===== config.mk =====
export PLATFORM = sky130hd
export DESIGN_NAME = etof_sqrt
export DESIGN_NICKNAME = d
export VERILOG_FILES = /design/src/rtl/core/etof_sqrt.sv
export SDC_FILE = /design/constraint.sdc
export NUM_CORES = 1
export LEC_CHECK = 0
export BUFFER_PORTS_ARGS = -buffer_cell sky130_fd_sc_hd__buf_4
export CAP_MARGIN = 15
export CORE_AREA = 5 5 42 44
export CTS_CLUSTER_DIAMETER = 200
export DETAILED_ROUTE_END_ITERATION = 8
export DIE_AREA = 0 0 47 49
export PLACE_DENSITY = 0.68
export SETUP_SLACK_MARGIN = 0.5
export SYNTH_ARGS = -nofsm -noshare
export SYNTH_HDL_FRONTEND = slang
export SYNTH_SLANG_ARGS = --single-unit

===== constraint.sdc =====
create_clock -name clk -period 1.7 [get_ports clk]
set_input_delay 0.085 -clock clk [delete_from_list [all_inputs] [get_ports clk]]
set_output_delay 0.085 -clock clk [all_outputs]
set_load 0.01 [all_outputs]

===== src/rtl/core/etof_sqrt.sv =====
`default_nettype none
module etof_sqrt #(
  parameter int W  = 4,
  parameter int SW = 1
) (
  input  logic            clk,
  input  logic            rst,
  input  logic            in_valid,
  input  logic [W-1:0]    in_rad,
  input  logic [SW-1:0]   in_side,
  output logic            out_valid,
  output logic [W/2-1:0]  out_root,
  output logic [W/2:0]    out_rem,
  output logic [SW-1:0]   out_side
);

  localparam int R = W / 2;

  logic          vld  [1:R];
  logic [W-1:0]  rad  [1:R];
  logic [R-1:0]  root [1:R];
  logic [R:0]    rem  [1:R];
  logic [SW-1:0] side [1:R];

  for (genvar k = 0; k < R; k++) begin : g_stage
    logic          v_in;
    logic [W-1:0]  a_in;
    logic [R-1:0]  q_in;
    logic [R:0]    r_in;
    logic [SW-1:0] s_in;
    logic [R+2:0]  cat;
    logic [R+2:0]  trial;
    logic [R+2:0]  diff;
    logic          take;

    if (k == 0) begin : g_first
      assign v_in = in_valid;
      assign a_in = in_rad;
      assign q_in = '0;
      assign r_in = '0;
      assign s_in = in_side;
    end else begin : g_next
      assign v_in = vld[k];
      assign a_in = rad[k];
      assign q_in = root[k];
      assign r_in = rem[k];
      assign s_in = side[k];
    end

    assign cat   = {r_in, a_in[W-1:W-2]};
    assign trial = {1'b0, q_in, 2'b01};
    assign diff  = cat - trial;
    assign take  = cat >= trial;

    always_ff @(posedge clk) begin
      if (rst) begin
        vld[k+1] <= 1'b0;
      end else begin
        vld[k+1] <= v_in;
      end
    end

    always_ff @(posedge clk) begin
      rad[k+1]  <= {a_in[W-3:0], 2'b00};
      root[k+1] <= {q_in[R-2:0], take};
      rem[k+1]  <= take ? diff[R:0] : cat[R:0];
      side[k+1] <= s_in;
    end
  end

  assign out_valid = vld[R];
  assign out_root  = root[R];
  assign out_rem   = rem[R];
  assign out_side  = side[R];

  a_rem_bound: assert property (@(posedge clk) disable iff (rst)
    out_valid |-> out_rem <= {out_root, 1'b0})
    else $error("root remainder above twice the root");

endmodule
`default_nettype wire


==> summary.txt <==
Placed design
  – Placed cells: 71
  – DP Worst Slack: about 0.33 ns
  – Placed wire-length estimate: 542 microns
  – Port bufs: 14
  – GP Congestion: 0.647
  – Post-placement cell area: slightly above 600 sq um

Synth
  – Register area share after synthesis: 62.3%
  – Synthesized area per cell: 11.7 sq um
  – Post-Syn Instances: 41
  – Number of synthesized register bits: 15
  – Post-Syn Nets: 52
  – Synth warn: 0
  – Synth cell types: 18
  – Post-Syn Area: slightly below 500 sq um

Clock network
  – Clk slew on worst S/H paths: around 0.090 ns
  – CTS tree: built
  – Sink Count: 15
  – Post-CTS Setup Inserts: 0
  – H-tree levels: 1
  – Clock Latency Late Sink: 0.28 ns
  – Max clock buf depth: 2
  – CTS buffer count: 3
  – Root Buffer: clkbuf_4

STA
  – Final setup fails: 0
  – Final period util: around four fifths
  – RSZ-0062 raised after global routing: yes
  – Max Slew Vio Count: 0
  – Clk_skew: about 0.0064 ns
  – Period minus WS final: 1.37 ns
  – Fmax: 728 MHz
  – Worst setup margin: 0.326 ns
  – Final hold vios: 0
  – Setup TNS Final: 0 ns

Hold path
  – Hold path start: in_valid
  – Hold path cells: 2
  – Min-delay worst type: input port to flip-flop
  – Hold Path Sink: vld[1]

Power
  – Internal: roughly 530 uW
  – Clk pwr share: 28.9%
  – Logic pwr share: 14.5%
  – Sw power: around 150 uW
  – Leak: ~0.32 nW
  – Seq pwr share: a little under three fifths
  – Pwr Total: 684 uW
  – Sw Ratio: between 20 and 25%
  – Max VDD drop: 0.000505 V
  – Power Dens Cells: between 900 and 1000 mW/mm^2

Cells and area
  – Antenna cells: 0
  – Net count, final: a little under 80
  – Finished Layout Cells: 81
  – Most frequent cells in the layout: buf_4 (14), dfxtp_1 (13), dlygate4sd3_1 (6)
  – Layout area overhead: 49.4%
  – Layout cells sized above 1: approximately two fifths
  – Commonest non-fill, non-tap cell in the layout: buf_4
  – Final Cell Area: 719 sq um

Die
  – Initial Util: roughly 34%
  – Die area: between 0.002 and 0.0025 sq mm
  – Core area: between 0.001 and 0.0015 sq mm
  – Core Rows: 14
  – Die X: around 47 microns
  – Die height: slightly below 50 microns
  – Ports: 15

Setup path
  – Critical path arrival: 1.58 ns
  – R2R Setup Slk: about 0.33 ns
  – Startpoint Class: flip-flop
  – Cells on worst reg2reg path: 5
  – Crit path max fanout: 4
  – Setup crit end kind: flip-flop
  – Req. time, crit path: ~1.9 ns
  – Worst r2r src: root[1][0]
  – RR Endpoint: rem[2][2]
  – Crit path kind: flip-flop to flip-flop

Run status
  – Status: finished, final reports clean

Global routing
  – Gr ovfl total: 0
  – Pin count of the biggest net entering global routing: 9
  – First-pass GRT wire length: around 1300 microns
  – Tot GR Track Use: 8.09%
  – Vias in the first global route: 314
  – Initial antenna violation count: 0

Route
  – DR DRC count: 0
  – DRT Pass-1 Iters: 2
  – Vias: 354
  – Drt total wl: 854 microns
  – First DRT Iteration DRCs: 5
  – Vias per cell: approximately 4.4
  – Antenna viol nets, final: 0
  – Wire per inst: around 11 microns

Flow run
  – Max-Cap Viols: 0
-- power groups by stage --
stage	clock [mW]	sequential (mW)	combinational (mW)
2_1_floorplan	0	0.400	0.0346
3_3_place_gp	0	0.392	0.0817
3_5_place_dp	0	0.393	0.0831
4_1_cts	0.203	0.386	0.0940
5_1_grt	0.223	0.390	0.109
6_report	0.197	0.387	0.0991
-- layout make-up --
cell class                 count  area (sq um)
timing repair buffer          20           165
inverter                       5          18.8
fill                         131           682
tap                           16          20.0
sequential                    15           303
clock buffer                   4          26.3
multi-input combinational     21           186
-- synth_stat cells --
cell type / number / area [sq um]
ha_1: 3 / 37.5
a21oi_1: 2 / 10.0
dfxtp_1: 15 / 300
nor2_1: 1 / 3.75
or2_1: 1 / 6.26
conb_1: 1 / 3.75
o21ai_0: 1 / 5.00
or2_2: 1 / 6.26
or3_1: 1 / 6.26
o211ai_1: 1 / 7.51
o221ai_2: 1 / 15.0
and2_1: 1 / 6.26
nor2b_1: 3 / 18.8
nand2_1: 1 / 3.75
nor4_1: 1 / 6.26
inv_1: 5 / 18.8
or3_4: 1 / 11.3
mux2_4: 1 / 15.0
-- per-stage QoR --
step | utilization (%) | hold slack [ns]
floorplan | - | 0.113
global placement | 43.5 | 0.190
detailed placement | 43.5 | 0.191
CTS | 49.8 | 0.0177
global route | 51.3 | 0.0467
finish | 51.3 | 0.0187
-- worst max-delay path by stage --
stage                    start   endpoint  slack, ns  depth (start not counted)
finish              root[1][0]  rem[2][2]       0.33                          5
floorplan           root[1][0]  rem[2][2]       0.38                          5
detailed placement  root[1][0]  rem[2][2]       0.33                          5
global placement    root[1][0]  rem[2][2]       0.35                          5
CTS                 root[1][0]  rem[2][2]       0.32                          5
global route        root[1][0]  rem[2][2]       0.27                          5
-- flip-flops by register name (all words and copies together) (netlist names) --
register / cells
root: 3
rad: 2
rem: 6
vld: 2
side: 2
-- logic make-up (layout without fill, tap and decap cells) --
kind of cell               Yosys count  in the layout  synth area share (%)
AOI/OAI and AO/OA                    5              5                  7.79
adders and majority gates            3              3                  7.79
buffers and inverters                5             29                  3.90
DFF                                 15             15                  62.3
muxes                                1              1                  3.12
other                                1              1                 0.778
and+or+nand+nor                     11             11                  14.3
-- per-layer routing --
metal	track usage, %	share of wire, %	vias to the layer above
met3	3.32	5.6	2
met5	0	0	-
met1	6.97	32	164
li1	-	-	180
met2	12.7	60	8
met4	8.29	1.9	0
-- worst max-delay path, cell delays in order, from the launching register on --
cell	delay, ns
dfxtp_2	0.34
inv_2	0.04
ha_4	0.15
or3_4	0.35
mux2_4	0.31
o221ai_2	0.12
-- what timing repair did --
item | in CTS | in global routing
endpoints found under the hold margin | 7 | 0
hold buffers | 6 | 0
resized for setup | 2 | 4
setup endpoints to repair | 4 | 4
Note: power is estimated with default switching activity, not from simulation.
