===== src/rtl/core/etof_div.sv =====
`default_nettype none
module etof_div #(
  parameter int DW = 8,
  parameter int VW = 4,
  parameter int SW = 1
) (
  input  logic          clk,
  input  logic          rst,
  input  logic          in_valid,
  input  logic [DW-1:0] in_num,
  input  logic [VW-1:0] in_den,
  input  logic [SW-1:0] in_side,
  output logic          out_valid,
  output logic [DW-1:0] out_quo,
  output logic [SW-1:0] out_side
);

  logic          vld  [1:DW];
  logic [DW-1:0] num  [1:DW];
  logic [VW-1:0] rem  [1:DW];
  logic [VW-1:0] den  [1:DW];
  logic [SW-1:0] side [1:DW];

  for (genvar k = 0; k < DW; k++) begin : g_stage
    logic          v_in;
    logic [DW-1:0] n_in;
    logic [VW-1:0] r_in;
    logic [VW-1:0] d_in;
    logic [SW-1:0] s_in;
    logic [VW:0]   trial;
    logic [VW:0]   diff;
    logic          take;

    if (k == 0) begin : g_first
      assign v_in = in_valid;
      assign n_in = in_num;
      assign r_in = '0;
      assign d_in = in_den;
      assign s_in = in_side;
    end else begin : g_next
      assign v_in = vld[k];
      assign n_in = num[k];
      assign r_in = rem[k];
      assign d_in = den[k];
      assign s_in = side[k];
    end

    assign trial = {r_in, n_in[DW-1]};
    assign diff  = trial - {1'b0, d_in};
    assign take  = trial >= {1'b0, d_in};

    always_ff @(posedge clk) begin
      if (rst) begin
        vld[k+1] <= 1'b0;
      end else begin
        vld[k+1] <= v_in;
      end
    end

    always_ff @(posedge clk) begin
      num[k+1]  <= {n_in[DW-2:0], take};
      rem[k+1]  <= take ? diff[VW-1:0] : trial[VW-1:0];
      den[k+1]  <= d_in;
      side[k+1] <= s_in;
    end
  end

  assign out_valid = vld[DW];
  assign out_quo   = num[DW];
  assign out_side  = side[DW];

endmodule

`default_nettype wire


===== config.mk =====
export PLATFORM = sky130hd
export DESIGN_NAME = etof_div
export DESIGN_NICKNAME = d
export VERILOG_FILES = /design/src/rtl/core/etof_div.sv
export SDC_FILE = /design/constraint.sdc
export NUM_CORES = 1
export LEC_CHECK = 0
export ABC_CLOCK_PERIOD_IN_PS = 1530
export BUFFER_PORTS_ARGS = -buffer_cell sky130_fd_sc_hd__clkbuf_2
export CAP_MARGIN = 20
export CELL_PAD_IN_SITES_DETAIL_PLACEMENT = 0
export CELL_PAD_IN_SITES_GLOBAL_PLACEMENT = 1
export CORE_MARGIN = 2
export CORE_UTILIZATION = 40
export DETAILED_ROUTE_END_ITERATION = 8
export GPL_TIMING_DRIVEN = 0
export PLACE_DENSITY_LB_ADDON = 0.15
export SKIP_CTS_REPAIR_TIMING = 1
export SLEW_MARGIN = 40
export SYNTH_ARGS = -nofsm -noshare
export SYNTH_HDL_FRONTEND = slang
export SYNTH_SLANG_ARGS = --single-unit

===== constraint.sdc =====
create_clock -name clk -period 1.53 [get_ports clk]
set_clock_uncertainty 0.15 [all_clocks]
set_input_delay 0.2295 -clock clk [delete_from_list [all_inputs] [get_ports clk]]
set_output_delay 0.2295 -clock clk [all_outputs]
set_load 0.03 [all_outputs]

==> key figures, run 1 <==
Power and ir drop
  • Sw frac: 26.3%
  • Pint: 8.66 mW
  • Net Sw Power: 3.10 mW
  • Peak supply drop: just under 0.9 mV
  • Power share of the sequential group: 38.7%
  • Share of total power in the clock network: 35.5%
  • Power per Cell Area: 1970 nW/um2
  • Logic pwr share: 25.8%
  • Lkg Pwr: around 2.6 nW

Worst setup path
  • CP required: 1.77 ns
  • Crit. End Element: register
  • Crit-path max FO: 4
  • Critical Path AT: 1.82 ns
  • Critical Path Source Type: register
  • CP Class: register to register

Synthesis
  • Async S/R FF share, synth: 0%
  • Syn nets: 390
  • Synth top cells by count: dfxtp_1, inv_1, ha_1
  • Yosys cell types: 21
  • YS warnings: 0
  • Synth area leaders: dfxtp_1, ha_1, inv_1
  • Seq/Total Area, Yosys: 64.9%
  • Yosys top cell area share: 64.9%
  • Biggest area consumer among synthesized cells: dfxtp_1
  • Post-Syn Area: 4190 um2
  • Post-synth top flop: dfxtp_1
  • Syn avg cell area: 12.4 um2
  • Number of enable flip-flop cells after synthesis: 0
  • Most common cell in the synthesized netlist: dfxtp_1
  • Yosys reg bits: ~140
  • Post-Syn Instances: ~340

Cells and area
  • Layout Nets: 472
  • # fillers: roughly 810
  • Synth-to-layout area growth: 42.4%
  • Layout cells sized above 1: between 40% and 50%
  • Final Cell Area: 5970 um2
  • # diodes: 0

Global route
  • Maximum number of pins on one net before global-route repair: 17
  • GRT overflow: 0
  • Initial antenna violation count: 0
  • Total track usage: 10.9%
  • Vias in the first global route: between 2,000 and 2,500
  • First-pass GRT wire length: 9.18 mm

STA
  • Max_slew headroom: around 80%
  • Tcrit/Tclk final: 103%
  • RSZ-0062 raised after global routing: yes
  • Measured slew at the worst slew-check pin: 0.298 ns
  • WHS: -0.305 ns
  • Final hold violations: 3
  • Fin. max-slew vios: 0
  • Max Clk Rate: 0.635 GHz
  • Tmin final: 1.58 ns
  • Final setup vio count: 5
  • Worst Slack Setup Final: -0.0456 ns

Floorplan
  • Die extent in y: 106 um
  • Chip Width: 106 um
  • Initial Utilization: 41.0%
  • Placeable Area: slightly above 10,000 um2
  • Ports: 26
  • # rows: 37
  • DIE AREA: 11,300 um2

Clocking
  • Clk buf depth: 2
  • Worst skew pair latency: 0.51 ns
  • Root Buffer Master: clkbuf_8
  • CTS buffer count: 17
  • Clock-pin slew on the worst setup and hold paths: 0.06 ns
  • CTS sink count: 136
  • CTS tree: built
  • H-tree lvl count: 4

Route
  • Initial DRC Count: 26
  • Via count: 2,389
  • Drt wl/cell: ~11 um
  • Number of remaining DRC errors: 0
  • Routed WL: approximately 6.2 mm
  • Drt first pass iters: 4
  • Antenna viol nets, final: 0
  • Vias per inst: roughly 4.2

Worst hold path
  • Worst hold path class: input port to register

Flow run
  • Max-cap violations: 0

Placed design
  • Final HPWL DP: 3.74 mm
  • Worst slack, placed: -0.126 ns
  • IO Port Bufs: 25
  • Placer Congestion: slightly below 0.8
  • Placed cell area: 4590 um2

Status
  • Failing checks: negative hold slack, negative setup slack
  • Status: finished with violations
-- state kept, by name, indices dropped and copies added (netlist names) --
| register | flops |
|---|---|
| vld | 8 |
| side | 8 |
| rem | 28 |
| num | 64 |
| den | 28 |
-- final timing paths --
path,cells past startpoint,to,start,slack [ns]
worst max register to register,6,rem[0][22],den[0][18],-0.05
worst min register to register,0,num[0][47],num[0][38],0.17
worst max-delay path,6,rem[0][22],den[0][18],-0.05
worst min-delay path,1,den[0][4],in_den[0],-0.30
-- cells in the final DEF, fill, tap and decap left out, types with 5 or more instances in the layout --
| master | instances |
|---|---|
| dfxtp_1 | 106 |
| inv_1 | 30 |
| dfxtp_2 | 27 |
| clkbuf_2 | 25 |
| ha_4 | 24 |
| buf_4 | 19 |
| nor2_1 | 18 |
| clkbuf_16 | 16 |
| inv_2 | 14 |
| dlygate4sd3_1 | 14 |
| mux2i_1 | 12 |
| nor3_1 | 12 |
| nor2b_1 | 9 |
| nor2_2 | 8 |
| nand2b_4 | 7 |
| a21oi_1 | 7 |
| nand4_1 | 6 |
| nand2_2 | 6 |
| nor2_4 | 6 |
| xnor2_1 | 6 |
| mux2_4 | 6 |
| fa_2 | 6 |
| ha_1 | 6 |
| buf_6 | 5 |
-- logic make-up after synthesis --
family	count (synthesis)	share of synthesized area (%)
AOI/OAI and AO/OA	24	3.61
xor gates and xnor gates	6	1.25
adders and majority gates	36	11.8
buffers and inverters	44	3.94
DFF	136	64.9
muxes	18	5.01
and+or+nand+nor	74	9.43
-- per-layer routing --
metal	part of all wire, %	vias to the layer above	global-route usage, %	wire length (um)
met1	41	1092	11.5	2540
met4	1.8	0	6.77	113
met5	0	-	0	0
met2	54	29	17.5	3310
li1	-	1256	-	-
met3	3.2	12	4.97	196
-- critical path, stage by stage (launching register included) --
cell and delay [ns]:
dfxtp_2 0.33, inv_2 0.05, ha_4 0.25, nand4_1 0.12, nand2_2 0.09, nor2_4 0.17
mux2_4 0.31
-- cell type report --
| type | count | area [um2] | area share (%) |
|---|---|---|---|
| timing repair buffer | 63 | 464 | 7.77 |
| multi-input combinational | 158 | 1780 | 29.7 |
| clock inverter | 11 | 170 | 2.85 |
| tap | 136 | 170 | 2.85 |
| sequential | 136 | 2770 | 46.3 |
| inverter | 44 | 165 | 2.77 |
| clock buffer | 21 | 459 | 7.69 |
-- metrics by stage --
| step | setup TNS [ns] | util [%] | power (mW) | cells |
|---|---|---|---|---|
| after floorplan | -0.0780 | - | 6.26 | 338 |
| after CTS | -0.802 | 51.0 | 10.9 | 531 |
| after global routing | -0.638 | 58.4 | 12.4 | 569 |
| final | -0.130 | 58.4 | 11.8 | 569 |
| after detailed placement | -0.725 | 44.8 | 6.70 | 499 |
| after global placement | -0.714 | 44.8 | 6.67 | 499 |
-- power groups by stage --
stage	logic (mW)	clock network [mW]	registers, mW
finish	3.03	4.18	4.54
global route	3.35	4.46	4.62
CTS	2.16	4.31	4.47
detailed placement	2.15	0	4.55
global placement	2.13	0	4.54
floorplan	1.63	0	4.63
No activity file was read; power rests on OpenSTA's default activity.
==> inputs of run 2 (changes only) <==
--- a/config.mk
+++ b/config.mk
@@ -12,6 +12,7 @@
 export CELL_PAD_IN_SITES_GLOBAL_PLACEMENT = 1
 export CORE_MARGIN = 2
 export CORE_UTILIZATION = 40
+export CTS_BUF_LIST = sky130_fd_sc_hd__clkbuf_16
 export DETAILED_ROUTE_END_ITERATION = 8
 export GPL_TIMING_DRIVEN = 0
 export PLACE_DENSITY_LB_ADDON = 0.15
==> key figures, run 2 (synthesis gave the netlist of run 1 again) <==
Global route
  • Grt met3 use: 4.97% (unchanged)
  • Initial antenna violation count: 0 (unchanged)
  • GR Layer Usage met1: 11.6% (+0.11 points)
  • First-pass GRT wire length: 9.21 mm (+0.30%)
  • Vias in the first global route: 2,126 (-0.14%)
  • Maximum number of pins on one net before global-route repair: 17 (unchanged)
  • GRT overflow: 0 (unchanged)
  • Total track usage: 10.8% (-0.028 points)
  • Most crowded layer after global routing: met2
  • M2 GR Usage: 17.4% (-0.092 points)

Cells and area
  • Final Cell Area: 5970 um2 (about the same)
  • Synth-to-layout area growth: 42.3% (about the same)
  • Post-Layout Cell Count: 570 (+0.18%)
  • Max reg flops: 64 (unchanged)
  • Largest register by flop count: num
  • Highest-count cells in the layout ignoring fill and taps: dfxtp_1, inv_1, dfxtp_2
  • Largest regs: num x64, den x28, rem x28
  • Most common cell after layout, fill and taps aside: dfxtp_1
  • Layout Nets: 473 (+0.21%)
  • Layout cells sized above 1: 44.2% (-1.7 points)
  • # diodes: 0 (unchanged)

Clocking
  • Clock-pin slew on the worst setup and hold paths: 0.06 ns (about the same)
  • CTS buffer count: 17 (unchanged)
  • CTS sink count: 136 (unchanged)
  • Clk buf depth: 2 (unchanged)
  • H-tree lvl count: 4 (unchanged)
  • CTS tree: built
  • Root Buffer Master: clkbuf_16
  • Worst skew pair latency: 0.40 ns (-0.11 ns)

Route
  • Routed WL: 6.27 mm (+1.9%)
  • Number of remaining DRC errors: 0 (unchanged)
  • Drt first pass iters: 4 (unchanged)
  • Via count: 2,413 (+1.0%)
  • Antenna viol nets, final: 0 (unchanged)
  • Initial DRC Count: 27 (+3.8%)
  • Vias per inst: 4.23 (+0.83%)
  • Drt wl/cell: 11.0 um (+1.7%)

Worst hold path
  • Hold depth: 3 (+2)
  • Worst hold path class: input port to register

Floorplan
  • Die extent in y: 106 um (unchanged)
  • Ports: 26 (unchanged)
  • Initial Utilization: 41.0% (unchanged)
  • # rows: 37 (unchanged)
  • Chip Width: 106 um (unchanged)
  • DIE AREA: 11,300 um2 (unchanged)
  • Placeable Area: 10,200 um2 (unchanged)

Worst setup path
  • Crit-path max FO: 4 (unchanged)
  • Crit-path leading delay family: flip-flops
  • Critical Path AT: 1.70 ns (-0.12 ns)
  • Critical-path top delay cell: dfxtp_4
  • CP cell instances: inv_2 > ha_4 > nand2b_4 > a21oi_2 > nor2_4 > mux2_4
  • Critical Path Source Type: register
  • R2R depth: 6 (unchanged)
  • Crit path largest cell delay: 0.36 ns (+0.03 ns)
  • WP buf/inv: 1 (unchanged)
  • CP Class: register to register
  • CP required: 1.67 ns (-0.10 ns)
  • Crit. End Element: register
  • Critical path depth: 6 (unchanged)

STA
  • Worst Slack Setup Final: -0.0305 ns (+0.0151 ns)
  • Tmin final: 1.56 ns (-0.0151 ns)
  • WHS: 0.0267 ns (+0.331 ns)
  • Final hold violations: 0 (-3)
  • Max_slew headroom: 80.0% (about the same)
  • RSZ-0062 raised after global routing: yes
  • TNS Setup: -0.121 ns (+0.00975 ns)
  • Final setup vio count: 5 (unchanged)
  • Measured slew at the worst slew-check pin: 0.298 ns (+0.000305 ns)
  • Tcrit/Tclk final: 102% (-0.99 points)
  • Fin. max-slew vios: 0 (unchanged)
  • Max Clk Rate: 0.641 GHz (+0.97%)

Power and ir drop
  • Lkg Pwr: 2.58 nW (-0.13%)
  • Final Power: 11.7 mW (-0.76%)
  • Power per Cell Area: 1960 nW/um2 (-0.67%)
  • Peak supply drop: 0.897 mV (+0.44%)

Flow run
  • Max-cap violations: 0 (unchanged)

Placed design
  • Placer Congestion: 0.776 (unchanged)
  • IO Port Bufs: 25 (unchanged)
  • Placed cell area: 4590 um2 (unchanged)
  • Final HPWL DP: 3.74 mm (unchanged)
  • # placed instances: 499 (unchanged)

Status
  • Status: finished with violations
  • Failing checks: negative setup slack
## run 2: cell types whose count changed in the layout (fill, tap and decap cells not counted)
cell / change
clkbuf_1: -1
dlygate4sd3_1: +3
clkinv_1: +3
dfxtp_2: -1
inv_2: -1
dfxtp_1: +1
clkbuf_8: -4
inv_1: +2
clkbuf_16: +1
buf_4: -2
## run 2: final timing paths
path / slack, ns / start / to
worst min-delay path: 0.03 / in_den[0] / rem[0][4]
worst min register to register: 0.17 / num[0][38] / num[0][47]
worst max-delay path: -0.03 / den[0][9] / rem[0][14]
worst max register to register: -0.03 / den[0][9] / rem[0][14]
## run 2: per-stage QoR
step	worst slack, ns	utilization [%]
5_1_grt	-0.0842	58.3
4_1_cts	-0.133	50.8
3_3_place_gp	-0.116	44.8
3_5_place_dp	-0.126	44.8
2_1_floorplan	-0.0134	-
6_report	-0.0305	58.3
## run 2: worst min-delay path: cells and delay by family
| kind | cells | cell delay [ns] |
|---|---|---|
| buffers and inverters | 1 | 0.09 |
| adder cells (fa/ha/maj) | 1 | 0.13 |
| AO/OA/AOI/OAI | 1 | 0.08 |
## run 2: where the power goes
part | switching [mW] | leakage [nW] | internal [mW]
Clock | 1.41 | 0.293 | 2.70
Sequential | 0.313 | 1.14 | 4.24
Combinational | 1.39 | 1.14 | 1.63
## run 2: area by class of cell
cell class              count  area [um2]
fillers                   813        4260
flip-flops and latches    136        2770
multi-input cells         158        1780
repair buffers             64         479
clock buffers              17         425
clock inverters            15         185
well taps                 136         170
inverters                  44         165
## run 2: routing by layer
| metal | up-vias | part of all wire (%) |
|---|---|---|
| met5 | - | 0 |
| met4 | 0 | 2.5 |
| met3 | 17 | 3.5 |
| met2 | 32 | 52 |
| met1 | 1108 | 42 |
| li1 | 1256 | - |
